File: src/sv/heater_fault_supervisor_top_macros.svh
// Assertion macros for the heater fault supervisor top level.
// Depends on clk_i and rst_ni being visible at the point of use.
`ifndef HEATER_FAULT_SUPERVISOR_TOP_MACROS_SVH
`define HEATER_FAULT_SUPERVISOR_TOP_MACROS_SVH

// Same-cycle implication, disabled while reset is asserted.
`define HFS_ASSERT_NOW(lbl, ante, cons, msg) \
  lbl: assert property (@(posedge clk_i) disable iff (!rst_ni) (ante) |-> (cons)) \
    else $error(msg);

// Next-cycle implication, disabled while reset is asserted.
`define HFS_ASSERT_NEXT(lbl, ante, cons, msg) \
  lbl: assert property (@(posedge clk_i) disable iff (!rst_ni) (ante) |=> (cons)) \
    else $error(msg);

`endif

File: src/sv/hfs_pkg.sv
// Shared types and constants of the heater fault supervisor.
// No dependencies; every other file of the block but the macro header imports this package.
package hfs_pkg;

  localparam int TempW    = 10;
  localparam int RiseW    = 9;
  localparam int TimeoutW = 16;
  localparam int ErrW     = 3;
  localparam int CfgIdxW  = 2;
  localparam int CfgDataW = 16;

  localparam int QueueDepth = 2;
  localparam int QPtrW      = $clog2(QueueDepth);
  localparam int QCntW      = $clog2(QueueDepth + 1);

  // Configuration register indexes.
  localparam logic [CfgIdxW-1:0] CfgOverheatLimit = 2'd0;
  localparam logic [CfgIdxW-1:0] CfgRiseThreshold = 2'd1;
  localparam logic [CfgIdxW-1:0] CfgTroubleTimeout = 2'd2;

  // Configuration reset values.
  localparam logic signed [TempW-1:0] OverheatReset = 10'sd180;
  localparam logic [RiseW-1:0]        RiseReset     = 9'd10;
  localparam logic [TimeoutW-1:0]     TimeoutReset  = 16'd1200;

  localparam logic [TimeoutW-1:0] TicksMax = '1;

  typedef enum logic {
    OpObserve  = 1'b0,
    OpEvaluate = 1'b1
  } hfs_op_e;

  typedef enum logic [ErrW-1:0] {
    ErrNone     = 3'd0,
    ErrSensor   = 3'd1,
    ErrNoWater  = 3'd2,
    ErrOverheat = 3'd3,
    ErrHeater   = 3'd4,
    ErrFlash    = 3'd5
  } hfs_err_e;

  typedef struct packed {
    hfs_op_e                  op;
    logic signed [TempW-1:0]  temperature;
    logic                     sensor_ok;
    logic                     heater_on;
    logic                     flash_ok;
  } hfs_cmd_t;

  typedef struct packed {
    logic             no_water;
    logic [ErrW-1:0]  error_code;
    logic             pop;
    logic             out_stall;
  } hfs_status_t;

endpackage

File: src/sv/hfs_if.sv
// Stream interfaces for the input ticks and the result items.
// Depends on hfs_pkg for the field widths.
interface hfs_in_if;
  import hfs_pkg::*;
  logic                    valid;
  logic                    ready;
  logic                    kind;
  logic signed [TempW-1:0] temperature;
  logic                    sensor_ok;
  logic                    heater_on;
  logic                    flash_ok;

  modport source (output valid, kind, temperature, sensor_ok, heater_on, flash_ok,
                  input ready);
  modport sink (input valid, kind, temperature, sensor_ok, heater_on, flash_ok,
                output ready);
endinterface

interface hfs_out_if;
  import hfs_pkg::*;
  logic            valid;
  logic            ready;
  logic [ErrW-1:0] error_code;
  logic            no_water;

  modport source (output valid, error_code, no_water, input ready);
  modport sink (input valid, error_code, no_water, output ready);
endinterface

File: src/sv/hfs_front.sv
// Front end: accepts input ticks, decodes the tick kind and holds one command.
// Depends on hfs_pkg and hfs_in_if.
module hfs_front
  import hfs_pkg::*;
(
  input  logic      clk_i,
  input  logic      rst_ni,
  hfs_in_if.sink    in_i,
  output logic      cmd_vld_o,
  output hfs_cmd_t  cmd_o,
  input  logic      cmd_rdy_i
);

  logic     vld_q, vld_d;
  hfs_cmd_t cmd_q, cmd_d;
  logic     take;

  assign in_i.ready = !vld_q || cmd_rdy_i;
  assign take       = in_i.valid && in_i.ready;

  always_comb begin
    cmd_d = cmd_q;
    vld_d = vld_q;
    if (take) begin
      cmd_d.op          = in_i.kind ? OpEvaluate : OpObserve;
      cmd_d.temperature = in_i.temperature;
      cmd_d.sensor_ok   = in_i.sensor_ok;
      cmd_d.heater_on   = in_i.heater_on;
      cmd_d.flash_ok    = in_i.flash_ok;
      vld_d             = 1'b1;
    end else if (cmd_rdy_i) begin
      vld_d = 1'b0;
    end
  end

  always_ff @(posedge clk_i or negedge rst_ni) begin
    if (!rst_ni) begin
      vld_q <= 1'b0;
    end else begin
      vld_q <= vld_d;
    end
  end

  always_ff @(posedge clk_i) begin
    cmd_q <= cmd_d;
  end

  assign cmd_vld_o = vld_q;
  assign cmd_o     = cmd_q;

endmodule

File: src/sv/hfs_queue.sv
// Short command queue between the front end and the back end.
// Depends on hfs_pkg.
module hfs_queue
  import hfs_pkg::*;
(
  input  logic      clk_i,
  input  logic      rst_ni,
  input  logic      push_vld_i,
  input  hfs_cmd_t  push_cmd_i,
  output logic      push_rdy_o,
  output logic      pop_vld_o,
  output hfs_cmd_t  pop_cmd_o,
  input  logic      pop_rdy_i
);

  hfs_cmd_t         mem_q [QueueDepth];
  logic [QPtrW-1:0] wptr_q, wptr_d, rptr_q, rptr_d;
  logic [QCntW-1:0] cnt_q, cnt_d;
  logic             push, pop;

  assign push_rdy_o = cnt_q != QCntW'(QueueDepth);
  assign pop_vld_o  = cnt_q != '0;
  assign push       = push_vld_i && push_rdy_o;
  assign pop        = pop_vld_o && pop_rdy_i;
  assign pop_cmd_o  = mem_q[rptr_q];

  always_comb begin
    wptr_d = wptr_q;
    rptr_d = rptr_q;
    cnt_d  = cnt_q;
    if (push) begin
      wptr_d = (wptr_q == QPtrW'(QueueDepth - 1)) ? '0 : wptr_q + 1'b1;
    end
    if (pop) begin
      rptr_d = (rptr_q == QPtrW'(QueueDepth - 1)) ? '0 : rptr_q + 1'b1;
    end
    if (push && !pop) begin
      cnt_d = cnt_q + 1'b1;
    end else if (pop && !push) begin
      cnt_d = cnt_q - 1'b1;
    end
  end

  always_ff @(posedge clk_i or negedge rst_ni) begin
    if (!rst_ni) begin
      wptr_q <= '0;
      rptr_q <= '0;
      cnt_q  <= '0;
    end else begin
      wptr_q <= wptr_d;
      rptr_q <= rptr_d;
      cnt_q  <= cnt_d;
    end
  end

  always_ff @(posedge clk_i) begin
    if (push) begin
      mem_q[wptr_q] <= push_cmd_i;
    end
  end

endmodule

File: src/sv/hfs_back.sv
// Back end: configuration registers, sample window, error logic, result register.
// Depends on hfs_pkg and hfs_out_if.
module hfs_back
  import hfs_pkg::*;
#(
  parameter int WINDOW = 20
) (
  input  logic                clk_i,
  input  logic                rst_ni,
  input  logic                cfg_we_i,
  input  logic [CfgIdxW-1:0]  cfg_idx_i,
  input  logic [CfgDataW-1:0] cfg_wdata_i,
  input  logic                cmd_vld_i,
  input  hfs_cmd_t            cmd_i,
  output logic                cmd_rdy_o,
  hfs_out_if.source           out_o,
  output hfs_status_t         status_o
);

  localparam int FillW = $clog2(WINDOW + 1);
  localparam int IdxW  = $clog2(WINDOW);

  logic signed [TempW-1:0] ovh_q;
  logic [RiseW-1:0]        rise_q;
  logic [TimeoutW-1:0]     tmo_q;

  logic signed [TempW-1:0] win_q [WINDOW];
  logic signed [TempW-1:0] win_d [WINDOW];
  logic [FillW-1:0]        fill_q, fill_d;
  logic                    full_q, full_d;
  logic                    nw_q, nw_d;
  hfs_err_e                err_q, err_d;
  logic signed [TempW-1:0] prev_q, prev_d;
  logic [TimeoutW-1:0]     ticks_q, ticks_d;
  logic                    out_vld_q, out_vld_d;

  logic                    pop, tracking, rise_hit, elapsed;
  logic signed [TempW-1:0] temp;
  logic signed [TempW:0]   base;
  logic [TimeoutW-1:0]     ticks_inc;

  assign cmd_rdy_o = !out_vld_q || out_o.ready;
  assign pop       = cmd_vld_i && cmd_rdy_o;
  assign temp      = cmd_i.temperature;

  // Configuration registers.
  always_ff @(posedge clk_i or negedge rst_ni) begin
    if (!rst_ni) begin
      ovh_q  <= OverheatReset;
      rise_q <= RiseReset;
      tmo_q  <= TimeoutReset;
    end else if (cfg_we_i) begin
      unique case (cfg_idx_i)
        CfgOverheatLimit:  ovh_q  <= cfg_wdata_i[TempW-1:0];
        CfgRiseThreshold:  rise_q <= cfg_wdata_i[RiseW-1:0];
        CfgTroubleTimeout: tmo_q  <= cfg_wdata_i[TimeoutW-1:0];
        default: ;
      endcase
    end
  end

  // Observe path: window update, then the rise compare in every cell.
  always_comb begin
    win_d    = win_q;
    fill_d   = fill_q;
    full_d   = full_q;
    tracking = 1'b0;
    if (pop && cmd_i.op == OpObserve) begin
      if (!cmd_i.sensor_ok || nw_q) begin
        fill_d = '0;
        full_d = 1'b0;
      end else begin
        tracking = 1'b1;
        if (!full_q) begin
          if (fill_q >= FillW'(WINDOW)) begin
            full_d = 1'b1;
          end else begin
            win_d[fill_q[IdxW-1:0]] = temp;
            fill_d = fill_q + 1'b1;
          end
        end else begin
          for (int i = 0; i < WINDOW - 1; i++) begin
            win_d[i] = win_q[i + 1];
          end
          win_d[WINDOW-1] = temp;
        end
      end
    end
  end

  always_comb begin
    base     = $signed({win_d[0][TempW-1], win_d[0]}) + $signed({2'b00, rise_q});
    rise_hit = 1'b0;
    for (int i = 1; i < WINDOW; i++) begin
      if (FillW'(i) < fill_d && $signed({win_d[i][TempW-1], win_d[i]}) >= base) begin
        rise_hit = 1'b1;
      end
    end
  end

  // Evaluate path and the remaining state.
  assign ticks_inc = (ticks_q != TicksMax) ? ticks_q + 1'b1 : ticks_q;
  assign elapsed   = ticks_inc >= tmo_q;

  always_comb begin
    nw_d      = nw_q;
    err_d     = err_q;
    ticks_d   = ticks_q;
    prev_d    = prev_q;
    out_vld_d = out_vld_q;
    if (out_o.ready) begin
      out_vld_d = 1'b0;
    end
    if (pop) begin
      out_vld_d = 1'b1;
      if (cmd_i.op == OpObserve) begin
        if (tracking && rise_hit) begin
          nw_d = 1'b1;
        end
      end else begin
        priority if (!cmd_i.sensor_ok) begin
          err_d = ErrSensor;
        end else if (nw_q) begin
          err_d = ErrNoWater;
        end else if (temp >= ovh_q) begin
          err_d = ErrOverheat;
        end else if (elapsed) begin
          err_d = ErrHeater;
        end else if (!cmd_i.flash_ok) begin
          err_d = ErrFlash;
        end else begin
          // No condition holds: the error code is sticky.
          err_d = err_q;
        end
        ticks_d = ticks_inc;
        if ((cmd_i.heater_on && temp > prev_q) ||
            (err_d != ErrHeater && (!cmd_i.sensor_ok || !cmd_i.heater_on))) begin
          ticks_d = '0;
        end
        prev_d = temp;
      end
    end
  end

  always_ff @(posedge clk_i or negedge rst_ni) begin
    if (!rst_ni) begin
      fill_q    <= '0;
      full_q    <= 1'b0;
      nw_q      <= 1'b0;
      err_q     <= ErrNone;
      prev_q    <= '0;
      ticks_q   <= '0;
      out_vld_q <= 1'b0;
    end else begin
      fill_q    <= fill_d;
      full_q    <= full_d;
      nw_q      <= nw_d;
      err_q     <= err_d;
      prev_q    <= prev_d;
      ticks_q   <= ticks_d;
      out_vld_q <= out_vld_d;
    end
  end

  always_ff @(posedge clk_i) begin
    win_q <= win_d;
  end

  // The state changes only on a pop, so it doubles as the result register.
  assign out_o.valid      = out_vld_q;
  assign out_o.error_code = err_q;
  assign out_o.no_water   = nw_q;

  assign status_o.no_water   = nw_q;
  assign status_o.error_code = err_q;
  assign status_o.pop        = pop;
  assign status_o.out_stall  = out_vld_q && !out_o.ready;

endmodule

File: src/sv/heater_fault_supervisor_top.sv
// Heater fault supervisor top level: front end, command queue and back end.
// Depends on hfs_pkg, hfs_if, hfs_front, hfs_queue, hfs_back and the macro header.
// Each tick passes the front register, the queue and the result register; one result per tick.
// Throughput: one tick per cycle while the result sink keeps ready high.
// Reset (rst_ni, asynchronous, active low) loads the register defaults and empties the queue.
`include "heater_fault_supervisor_top_macros.svh"

module heater_fault_supervisor_top
  import hfs_pkg::*;
#(
  parameter int WINDOW = 20
) (
  input  logic                clk_i,
  input  logic                rst_ni,
  input  logic                cfg_we_i,
  input  logic [CfgIdxW-1:0]  cfg_idx_i,
  input  logic [CfgDataW-1:0] cfg_wdata_i,
  hfs_in_if.sink              in_i,
  hfs_out_if.source           out_o
);

  // The front end registers each tick transfer and decodes its kind into a command.
  // The queue lets the front end keep taking ticks while a result waits at the output.
  // The back end executes one command per cycle whenever the result register is free;
  // an observe tick updates the sample window and compares every cell against the
  // oldest sample in parallel, an evaluate tick updates the sticky error code.

  logic        f_vld, f_rdy;
  hfs_cmd_t    f_cmd;
  logic        q_vld, q_rdy;
  hfs_cmd_t    q_cmd;
  hfs_status_t status;
  logic        err_raised;

  hfs_front u_front (
    .clk_i     (clk_i),
    .rst_ni    (rst_ni),
    .in_i      (in_i),
    .cmd_vld_o (f_vld),
    .cmd_o     (f_cmd),
    .cmd_rdy_i (f_rdy)
  );

  hfs_queue u_queue (
    .clk_i      (clk_i),
    .rst_ni     (rst_ni),
    .push_vld_i (f_vld),
    .push_cmd_i (f_cmd),
    .push_rdy_o (f_rdy),
    .pop_vld_o  (q_vld),
    .pop_cmd_o  (q_cmd),
    .pop_rdy_i  (q_rdy)
  );

  hfs_back #(
    .WINDOW (WINDOW)
  ) u_back (
    .clk_i       (clk_i),
    .rst_ni      (rst_ni),
    .cfg_we_i    (cfg_we_i),
    .cfg_idx_i   (cfg_idx_i),
    .cfg_wdata_i (cfg_wdata_i),
    .cmd_vld_i   (q_vld),
    .cmd_i       (q_cmd),
    .cmd_rdy_o   (q_rdy),
    .out_o       (out_o),
    .status_o    (status)
  );

  assign err_raised = status.error_code != ErrNone;

  // Once latched, the no-water flag never clears.
  `HFS_ASSERT_NEXT(a_no_water_sticky, status.no_water, status.no_water, "no-water flag cleared")
  // A raised error code never returns to no error.
  `HFS_ASSERT_NEXT(a_error_sticky, err_raised, err_raised, "error code cleared")
  // The back end must not consume a command while its result is stalled.
  `HFS_ASSERT_NOW(a_no_pop_on_stall, status.out_stall, !status.pop, "command taken during output stall")

endmodule

File: src/flat_wrapper.sv
// flat-port wrapper written by rule: the top's interface ports become plain ports
module heater_fault_supervisor_top_flat import hfs_pkg::*;
#(
  parameter int WINDOW = 20
)
  (clk_i, rst_ni, cfg_we_i, cfg_idx_i, cfg_wdata_i, in_i_valid, in_i_kind, in_i_temperature, in_i_sensor_ok, in_i_heater_on, in_i_flash_ok, in_i_ready, out_o_valid, out_o_error_code, out_o_no_water, out_o_ready);
  hfs_in_if in_i_i ();
  hfs_out_if out_o_i ();
  input  logic clk_i;
  input  logic rst_ni;
  input  logic cfg_we_i;
  input  logic [CfgIdxW-1:0] cfg_idx_i;
  input  logic [CfgDataW-1:0] cfg_wdata_i;
  input wire logic [$bits(in_i_i.valid)-1:0] in_i_valid;
  input wire logic [$bits(in_i_i.kind)-1:0] in_i_kind;
  input wire logic [$bits(in_i_i.temperature)-1:0] in_i_temperature;
  input wire logic [$bits(in_i_i.sensor_ok)-1:0] in_i_sensor_ok;
  input wire logic [$bits(in_i_i.heater_on)-1:0] in_i_heater_on;
  input wire logic [$bits(in_i_i.flash_ok)-1:0] in_i_flash_ok;
  output wire logic [$bits(in_i_i.ready)-1:0] in_i_ready;
  output wire logic [$bits(out_o_i.valid)-1:0] out_o_valid;
  output wire logic [$bits(out_o_i.error_code)-1:0] out_o_error_code;
  output wire logic [$bits(out_o_i.no_water)-1:0] out_o_no_water;
  input wire logic [$bits(out_o_i.ready)-1:0] out_o_ready;
  assign in_i_i.valid = in_i_valid;
  assign in_i_i.kind = in_i_kind;
  assign in_i_i.temperature = in_i_temperature;
  assign in_i_i.sensor_ok = in_i_sensor_ok;
  assign in_i_i.heater_on = in_i_heater_on;
  assign in_i_i.flash_ok = in_i_flash_ok;
  assign in_i_ready = in_i_i.ready;
  assign out_o_valid = out_o_i.valid;
  assign out_o_error_code = out_o_i.error_code;
  assign out_o_no_water = out_o_i.no_water;
  assign out_o_i.ready = out_o_ready;
  heater_fault_supervisor_top #(.WINDOW(WINDOW)) u_core (.clk_i(clk_i), .rst_ni(rst_ni), .cfg_we_i(cfg_we_i), .cfg_idx_i(cfg_idx_i), .cfg_wdata_i(cfg_wdata_i), .in_i(in_i_i), .out_o(out_o_i));
endmodule
File: config.mk
export PLATFORM = sky130hd
export DESIGN_NAME = heater_fault_supervisor_top_flat
export DESIGN_NICKNAME = d
export VERILOG_FILES = /design/src/sv/hfs_pkg.sv /design/src/sv/hfs_if.sv /design/src/sv/hfs_front.sv /design/src/sv/hfs_queue.sv /design/src/sv/hfs_back.sv /design/src/sv/heater_fault_supervisor_top.sv /design/src/flat_wrapper.sv
export VERILOG_INCLUDE_DIRS = /design/src /design/src/sv
export SDC_FILE = /design/constraint.sdc
export NUM_CORES = 1
export LEC_CHECK = 0
export BUFFER_PORTS_ARGS = -buffer_cell sky130_fd_sc_hd__buf_2
export CAP_MARGIN = 20
export CELL_PAD_IN_SITES_DETAIL_PLACEMENT = 0
export CELL_PAD_IN_SITES_GLOBAL_PLACEMENT = 1
export CORE_MARGIN = 5
export CORE_UTILIZATION = 39
export DETAILED_ROUTE_END_ITERATION = 16
export HOLD_SLACK_MARGIN = 0.02
export PLACE_DENSITY = 0.69
export SETUP_SLACK_MARGIN = 0.3
export SLEW_MARGIN = 20
export SYNTH_ARGS = -nofsm -noshare
export SYNTH_HDL_FRONTEND = slang
export SYNTH_SLANG_ARGS = --single-unit
File: constraint.sdc
create_clock -name clk_i -period 8.01 [get_ports clk_i]
set_input_delay 0.4005 -clock clk_i [delete_from_list [all_inputs] [get_ports clk_i]]
set_output_delay 0.4005 -clock clk_i [all_outputs]
set_load 0.01 [all_outputs]
# --- Word level (Yosys, flattened, before mapping) ---
# Memory sizes are Yosys's and may differ from the RTL's.
# Index checks and enable logic that the tools add are counted.
totals:
  in_bits: 37
  elab_cells: 203
  ramBits: 28
  regBits: 291
  out_inout_bits: 6
  memories: 1
memory_table:
  columns: ["memory", "depth", "word_bits", "rd", "rd_clocked_by_memory_dff", "write_ports", "line_no", "text"]
  rows:
  - ["u_core.u_queue.mem_q", 2, 14, 1, 0, 1, "hfs_queue.sv:16", "hfs_cmd_t mem_q [QueueDepth];"]
op_classes:
  n_reduce_logical: 50
  n_mux: 55
  magnitude_cmp: 44
  bitwise_logic: 2
  add_sub_neg: 7
  n_eq_ne: 5
op_table:
  columns: ["cell", "count"]
  rows:
  - ["$mux 200", 4]
  - ["$ge 10x11->1", 19]
  - ["$bwmux 200", 1]
  - ["$demux 10 s5", 1]
  - ["$lt 4x5->1 const A", 8]
  - ["$mux 1", 33]
  - ["$mux 16", 2]
  - ["$logic_and 1x1->1", 29]
  - ["$mux 3", 7]
  - ["$lt 3x5->1 const A", 4]
  - ["$lt 5x5->1 const A", 4]
  - ["$mux 5", 4]
  - ["$add 16x1->16 const B", 1]
  - ["$ge 16x16->1", 1]
  - ["$ne 16x16->1 const B", 1]
  - ["$add 10x10->11", 1]
  - ["$ge 10x10->1", 1]
  - ["$gt 10x10->1", 1]
  - ["$lt 2x5->1 const A", 2]
  - ["$mux 10", 1]
  - ["$reduce_and 2->1", 4]
  - ["$reduce_bool 2->1", 4]
  - ["$ge 6x6->1 const B", 1]
  - ["$logic_not 1->1", 6]
  - ["other kinds (17)", 23]

# --- Longest topological paths before layout ---
# Gate-level depths: netlist of the first run.
logic_depth:
  word_depth: 34
  depth_mapped: 30
  ltp_nobuf: 25

# --- Modules after synthesis ---
# From an unflattened synthesis of the first run, not the netlist that was laid out.
unflattened:
  hier_cells: 2068
  area_unflattened_um2: 18604.1
by_module_without_submodules:
  columns: ["mod", "area_each_um2", "cells_each", "seq_area_each_um2", "instances"]
  rows:
  - ["hfs_back", 16859.9, 1988, 5818.1, 1]
  - ["hfs_queue", 1270.0, 62, 940.9, 1]
  - ["hfs_front", 474.2, 18, 445.4, 1]

# --- Worst setup path before layout of the first run ---
# OpenSTA, ideal clock, no wires.
synth_path:
  path_kind: "reg2reg"
  start: "register u_core.u_back.full_q"
  end: "register u_core.u_back.nw_q (netlist: u_core.u_back.out_o.no_water)"
  setup_slack_ns: 0.639
  stages_incl_launch_ff: 30
  required_time_ns: 7.869
  path_buffers: 7
  arrival_ns: 7.231
  path_cell_list: "dfrtp_1 clkbuf_1 inv_1 clkbuf_1 buf_1 clkbuf_1 clkbuf_1 and2_1 clkbuf_1 clkbuf_1 a21oi_1 mux2_2 ha_1 fa_1 a211oi_1 o21bai_1 a21oi_1 xor2_1 ha_1 nand4_1 nand3b_1 a211oi_1 o21bai_1 maj3_1 a311o_1 and4_1 a2111oi_2 nand4_1 nor3_1 a41oi_1"
synth_lines:
  columns: ["item", "line_no", "text"]
  rows:
  - ["start: declaration", "hfs_back.sv:30", "logic full_q, full_d;"]
  - ["start signal: assignment", "hfs_back.sv:156", "full_q <= full_d;"]
  - ["end signal: assignment", "hfs_back.sv:157", "nw_q <= nw_d;"]
  - ["end: declaration", "hfs_back.sv:31", "logic nw_q, nw_d;"]

==> impl_metrics.csv, run 1 <==
group,metric,value,unit
sta,finalCriticalPeriod,6.79,ns
routing,wl_met1,27300,um
cts,clockRootBuffer,"clkbuf_16",
sta,finalHoldViolCount,0,
floorplanning,num_io_pins,43,
flow_run,maxCapViolCount,0,
sta,maxSlewHeadroom,0.317,
routing,vias,15500,
grt,grt_first_pass_wirelength,91400,um
place,dp_hpwl,43100,um
routing,ant_nets,0,
cts,cts.sinks,319,
routing,dr_wl_met3,3350,um
floorplanning,initial_utilization,0.392,
cts,htreeDepth,2,
synthesis,synth_warnings,0,
routing,first_pass_iters,5,
synthesis,synth_seq_area_share,0.386,
synthesis,synthesis.nets,2263,
cts,cts_tree,"done",
synthesis,avgSynthCellArea,9.14,um^2
worst_hold_path,hp-class,"primary input to flip-flop",
routing,drc,0,
cts,cts-resized-gates,0,
cells_and_area,post-route-cell-area,21200,um^2
run_status,status,"finished clean",
cells_and_area,fill_cells,4627,
floorplanning,rows,80,
cells_and_area,drive_above_1_share,0.142,
sta,finalSetupViolCount,0,
grt,grt_start_max_net_pins,63,
routing,top_layer,"met4",
grt,antenna_found_initial,0,
cts,cts.path.max_buffers,3,
synthesis,synthArstFlopShare,0.241,
setup_path,r2r-start,"u_core.u_queue.rptr_q$_DFFE_PN0N_",
cells_and_area,syn2layout_area_growth,13.7,%
synthesis,synth_seq_cells,319,
setup_path,crit_path_start,"u_core.u_queue.rptr_q$_DFFE_PN0N_",
setup_path,required,8.45,ns
cts,clk_latency,0.58,ns
setup_path,cp.arrival,7.23,ns
synthesis,netlist_area,18700,um^2
cts,post_cts_buffers,0,
cts,clkTransAtPathRegs,0.06,ns
sta,slew_viol_final,0,
synthesis,ys_types,86,
cts,cts_buffers,40,
floorplanning,die-area,52300,um^2
floorplanning,fp.dieH,229,um
sta,timing.final.crit_share,0.848,
grt,grt_pass1_vias,15500,
sta,fmax,0.147,GHz
grt,overflow,0,
routing,wl_met2,26500,um
floorplanning,coreArea,47500,um^2
routing,wirelength,58900,um
synthesis,ys.flop_type,"dfxtp_1",
sta,rsz0062_at_grt,"no",
setup_path,critPathLaunchType,"flip-flop",
setup_path,crit_path_end_kind,"flip-flop",
place,placed_area,19700,um^2
grt,grtUsageTotal,0.221,
routing,drt-initial-drc-count,1206,
worst_hold_path,worstHoldStart,"in_i_valid",
cells_and_area,final_nets,2316,
synthesis,syn_inst,2041,
routing,via_per_inst,5.65,
sta,worst_pin_slew,1.02,ns
place,port_buffers,42,
setup_path,path_class,"flip-flop to flip-flop",
synthesis,synth_edf_count,42,
place,gp_congestion,0.922,
routing,wire_per_inst,21.5,um
sta,timing.setup.tns,0,ns
floorplanning,fp.dieW,229,um
sta,clock_skew,0.0331,ns
cells_and_area,diodes,0,
setup_path,worst-path-max-fanout,19,
cts,hold_buffers,15,
[layer usage]
layer,vias up,GRT usage
met5,-,0
met2,424,0.359
met4,0,0.0633
met1,7419,0.306
met3,108,0.0338
li1,7515,-
[final cells by class]
type,instances,area [um^2],area share
flip-flops and latches,319,7210,0.340
well taps,615,769,0.0363
multi-input cells,1449,10400,0.492
clock inverters,18,211,0.00997
clock buffers,54,1150,0.0544
inverters,172,648,0.0306
repair buffers,112,776,0.0366
[synth_stat cells, types with 23 or more instances]
cell	instances	area share
o21ai_0	122	0.033
mux2i_1	24	0.013
mux2_2	91	0.055
o31ai_1	56	0.023
nand2b_1	27	0.0091
nor3_1	23	0.0062
clkbuf_1	76	0.015
o21a_1	57	0.023
a21oi_1	151	0.041
nand2_1	164	0.033
a21o_1	29	0.012
dfrtp_1	67	0.090
nand3_1	37	0.0099
dfxtp_1	200	0.21
nor2_1	133	0.027
o211ai_1	45	0.018
ha_1	184	0.12
edfxtp_1	42	0.068
inv_1	171	0.034
[stage by stage]
stage	utilization	std cells	setup slack [ns]	hold slack, ns
after floorplan	-	2041	0.639	0.105
after global placement	0.414	2652	1.34	0.365
after detailed placement	0.414	2652	1.30	0.369
after CTS	0.446	2739	1.28	0.0211
after global routing	0.446	2739	0.848	0.0485
final	0.446	2739	1.22	0.0420
[flip-flops by register name, indices dropped and copies added (netlist names), 2 cells and up]
register and flops:
u_core.u_queue.mem_q 28, u_core.u_back.ticks_q 16, u_core.u_front.cmd_o 14, u_core.u_back.ovh_q 10, u_core.u_queue.cnt_q 2, u_core.u_back.rise_q 9, u_core.u_back.fill_q 5, u_core.u_back.out_o.error_code 3
u_core.u_back.tmo_q 16, u_core.u_back.win_q 200, u_core.u_back.prev_q 10
[cells by family (layout without fill, tap and decap cells)]
kind of cell,after synthesis,count (layout),synth area share
buffers and inverters,273,356,0.0571
muxes,116,116,0.0686
AOI/OAI and AO/OA,612,612,0.216
and+or+nand+nor,498,498,0.128
xor gates and xnor gates,24,24,0.0117
adders and majority gates,199,199,0.132
DFF,319,319,0.386
[cells in the final DEF, fill, tap and decap left out, types with 10 or more instances in the layout]
cell	Yosys	final
dfstp_2	10	10
a21oi_1	151	151
mux2_2	91	91
xnor2_1	17	15
nand4_1	21	21
a211oi_1	16	15
maj3_1	12	12
or3_1	12	12
a31oi_1	20	20
dlygate4sd3_1	0	15
edfxtp_1	42	42
nor2b_1	18	18
and2_1	11	11
nand2b_1	27	27
clkbuf_16	0	40
o31ai_1	56	56
nor3_1	23	22
o21ai_0	122	122
a21o_1	29	29
clkbuf_8	0	10
o21a_1	57	57
ha_1	184	184
dfxtp_1	200	200
inv_1	171	170
o211ai_1	45	45
nand3_1	37	37
o22a_1	10	10
buf_2	11	41
buf_4	1	56
nor2_1	133	132
dfrtp_1	67	66
nand2_1	164	164
mux2i_1	24	24
a2bb2oi_1	13	13
[worst paths after layout]
path | end | slack [ns] | cells past startpoint
worst min-delay path | u_core.u_front.cmd_vld_o$_DFFE_PN0P_ | 0.04 | 2
max in group asynchronous | u_core.u_back.tmo_q[0]$_DFFE_PN0P_ | 6.64 | 3
worst min register to register | u_core.u_queue.mem_q[1][8]$_DFFE_PP_ | 0.44 | 0
worst max-delay path | u_core.u_back.out_o.no_water$_DFFE_PN0P_ | 1.22 | 27
min in group asynchronous | u_core.u_back.tmo_q[11]$_DFFE_PN0P_ | 0.33 | 2
worst max register to register | u_core.u_back.out_o.no_water$_DFFE_PN0P_ | 1.22 | 27
[worst max-delay path: stages, from the launching register on]
cell and delay [ns]:
dfrtp_1 0.32, buf_4 0.27, mux2_4 0.34, nor3_1 0.17, buf_4 0.24, nand2_1 0.09, nor2_1 0.12, buf_4 0.22
mux2_2 0.36, ha_1 0.22, fa_1 0.45, a211oi_1 0.37, o21bai_1 0.12, a21oi_1 0.24, xor2_2 0.15, buf_4 0.31
ha_1 0.31, nand4_1 0.10, nand3b_1 0.08, a211oi_1 0.24, o21bai_1 0.12, maj3_1 0.38, a311o_1 0.39, and4_1 0.23
a2111oi_2 0.33, nand4_1 0.12, nor3_1 0.21, a41oi_1 0.13
Power of run 1 is left out: the tool's default activity adds up to more than one toggle a clock period on the data nets, which glitch-free logic cannot reach.
==> run 2: changes to the inputs <==
ABC_AREA = 1   (was not set)
PLACE_DENSITY = 0.74   (was 0.69)
clock period = 6.2 ns   (was 8.01 ns; I/O delays follow)
==> run 2 against run 1 <==
  * Global-route usage rose by 0.39 points
  * Synthesized area is 1.9% higher
  * Flip-flop and latch count did not move
  * Worst setup slack got worse by 0.52 ns
  * Critical path type unchanged
  * Clock skew fell by 0.014 ns
  * Cell count rose by 20%
==> impl_metrics.csv, run 2 <==
group,metric,value,unit
grt,grt_start_max_net_pins,140,
cts,clkTransAtPathRegs,0.06,ns
cells_and_area,final_common_cell,"nand2_1",
setup_path,slowest_stage,"dfrtp_1",
routing,vias,17700,
floorplanning,initial_utilization,0.392,
cts,cts_buffers,40,
synthesis,synth_commonest_cells,"nand2_1 (643), o21ai_0 (410), inv_1 (313)",
power,pwr_density_cell,332,nW/um^2
synthesis,ys_types,58,
routing,wire_per_inst,18.5,um
cells_and_area,final_nets,2849,
sta,finalSetupViolCount,0,
power,clkPwrFrac,0.331,
flow_run,maxCapViolCount,0,
grt,grt_first_pass_wirelength,95600,um
synthesis,synth_seq_area_share,0.379,
cells_and_area,diodes,0,
sta,rsz0062_at_grt,"no",
synthesis,muxShareOfSynthArea,0.00164,
synthesis,synth_compound_area_frac,0.172,
cells_and_area,layout_common_cells,"nand2_1 (643), o21ai_0 (410), inv_1 (313)",
cts,clk_latency,0.56,ns
routing,ant_nets,0,
cells_and_area,regMostFlops,"u_core.u_back.win_q",
power,comb_power_share,0.330,
synthesis,syn_inst,2570,
cells_and_area,largest_reg_flops,200,
synthesis,synth_seq_cells,319,
sta,fmax,0.182,GHz
sta,clock_skew,0.0190,ns
place,placedCellCount,3183,
floorplanning,coreArea,48500,um^2
synthesis,synthArstFlopShare,0.241,
sta,finalWorstSetupSlack,0.698,ns
grt,grtUsageTotal,0.225,
power,internal_power,0.00438,W
power,p_sw,0.00277,W
synthesis,avgSynthCellArea,7.40,um^2
setup_path,required,6.64,ns
floorplanning,fp.dieH,231,um
place,dp_hpwl,43700,um
sta,slew_viol_final,0,
cts,cts.sinks,319,
place,placed_area,20000,um^2
sta,timing.final.crit_share,0.887,
routing,drc,0,
cts,htreeDepth,2,
grt,grt_pass1_vias,16800,
synthesis,synth_warnings,0,
cts,cts_tree,"done",
synthesis,synth_fa_ha_area_frac,0.122,
sta,timing.setup.tns,0,ns
power,ir_drop,0.278,mV
synthesis,synth_top_area_share,0.211,
cells_and_area,syn2layout_area_growth,13.4,%
synthesis,synth_most_common_cell,"nand2_1",
floorplanning,rows,81,
cells_and_area,post-route-cell-area,21600,um^2
cells_and_area,drive_above_1_share,0.0847,
synthesis,synth-simple-area-share,0.231,
sta,maxSlewHeadroom,0.318,
grt,overflow,0,
synthesis,synthesis.nets,2792,
setup_path,cp.arrival,5.94,ns
setup_path,crit_path_frequent_cell,"nand2_1",
routing,first_pass_iters,6,
place,port_buffers,42,
synthesis,ys.flop_type,"dfxtp_1",
synthesis,synth_top_family_by_area,"simple AND/OR/NAND/NOR gates",
setup_path,worst-path-max-fanout,19,
cells_and_area,reg_top3,"u_core.u_back.win_q (200), u_core.u_queue.mem_q (28)",
grt,antenna_found_initial,1,
synthesis,synth_top_area_cell,"dfxtp_1",
routing,wirelength,60700,um
sta,finalCriticalPeriod,5.50,ns
floorplanning,fp.dieW,231,um
setup_path,critPathLaunchType,"flip-flop",
place,gp_congestion,0.923,
place,dp_slack,0.522,ns
routing,via_per_inst,5.38,
cells_and_area,stdcell_count,3279,
setup_path,crit_path_end_kind,"flip-flop",
synthesis,synth_edf_count,42,
worst_hold_path,hp-class,"primary input to flip-flop",
floorplanning,num_io_pins,43,
routing,drt-initial-drc-count,1434,
sta,worst_pin_slew,1.02,ns
synthesis,synth-xor-area-share,0.00921,
power,p_seq_frac,0.339,
power,leakage,10.7,nW
cts,clockRootBuffer,"clkbuf_16",
sta,finalHoldViolCount,0,
run_status,status,"finished clean",
power,switching_share,0.388,
synthesis,synth.area.top_cells,"dfxtp_1 (21%), nand2_1 (13%), ha_1 (12%)",
cts,cts.path.max_buffers,3,
synthesis,netlist_area,19000,um^2
setup_path,path_class,"flip-flop to flip-flop",
floorplanning,die-area,53300,um^2
setup_path,slowest_delay,0.52,ns
run 2: critical path: cells and delay by family (launching register included):
kind / cells / cell delay (ns)
adders and majority gates: 3 / 1.02
xor gates and xnor gates: 1 / 0.45
DFF: 1 / 0.52
and+or+nand+nor: 18 / 2.22
AOI/OAI and AO/OA: 5 / 0.76
buffers and inverters: 1 / 0.39
run 2: power by group through the flow:
| stage | Sequential (W) | Combinational (W) | Clock (W) |
|---|---|---|---|
| floorplan | 0.00242 | 0.00141 | 0 |
| global placement | 0.00246 | 0.00232 | 0 |
| detailed placement | 0.00247 | 0.00233 | 0 |
| CTS | 0.00242 | 0.00236 | 0.00242 |
| global route | 0.00245 | 0.00263 | 0.00250 |
| finish | 0.00243 | 0.00236 | 0.00237 |
run 2: layout make-up:
class,instances,area (um^2)
Multi-Input combinational cell,1831,10200
Timing Repair Buffer,106,782
Clock inverter,21,214
Sequential cell,319,7210
Fill cell,4858,27000
Tap cell,622,778
Inverter,329,1240
Clock buffer,51,1100
run 2: routing by layer:
layer  up-vias  share of wire  routed length [um]  track usage
met3        87          0.064                3880       0.0354
met2       505           0.43               26400        0.347
li1       8725              -                   -            -
met1      8333           0.48               29000        0.329
met4         0          0.023                1370       0.0592
met5         -              0                   0            0
run 2: path summary, 6_finish.rpt:
check | startpoint | to | slack (ns) | cells after the start
hold reg to reg | u_core.u_front.cmd_o[6]$_DFFE_PP_ | u_core.u_queue.mem_q[1][6]$_DFFE_PP_ | 0.44 | 0
min in group asynchronous | rst_ni | u_core.u_back.ticks_q[14]$_DFFE_PN0P_ | 0.34 | 2
max in group asynchronous | rst_ni | u_core.u_queue.rptr_q$_DFFE_PN0N_ | 5.30 | 2
hold / removal | cfg_wdata_i[9] | u_core.u_back.tmo_q[9]$_DFFE_PN0P_ | 0.05 | 3
setup / recovery | u_core.u_back.fill_q[2]$_DFF_PN0_ | u_core.u_back.out_o.no_water$_DFFE_PN0P_ | 0.70 | 28
setup reg to reg | u_core.u_back.fill_q[2]$_DFF_PN0_ | u_core.u_back.out_o.no_water$_DFFE_PN0P_ | 0.70 | 28
run 2: repair_timing:
item	4_1_cts	5_1_grt
hold buffers	24	0
endpoints found under the hold margin	90	0
gates resized for setup	0	1
buffers inserted	0	0
endpoints found under the setup margin	0	1
run 2: cells by family (layout without fill, tap and decap cells):
group | after synthesis | count (layout)
simple gates | 1020 | 1020
compound gates | 603 | 603
buf+inv | 420 | 507
flops | 319 | 319
fa+ha+maj | 185 | 185
xor+xnor | 20 | 20
mux | 3 | 3
run 2: per-stage QoR:
stage | power, W | util | hold WS, ns
after global placement | 0.00478 | 0.412 | 0.423
after CTS | 0.00720 | 0.444 | 0.0297
final | 0.00716 | 0.444 | 0.0493
after global routing | 0.00758 | 0.444 | 0.0784
after floorplan | 0.00383 | - | 0.0144
after detailed placement | 0.00480 | 0.412 | 0.430
(Power assumes the default switching activity.)
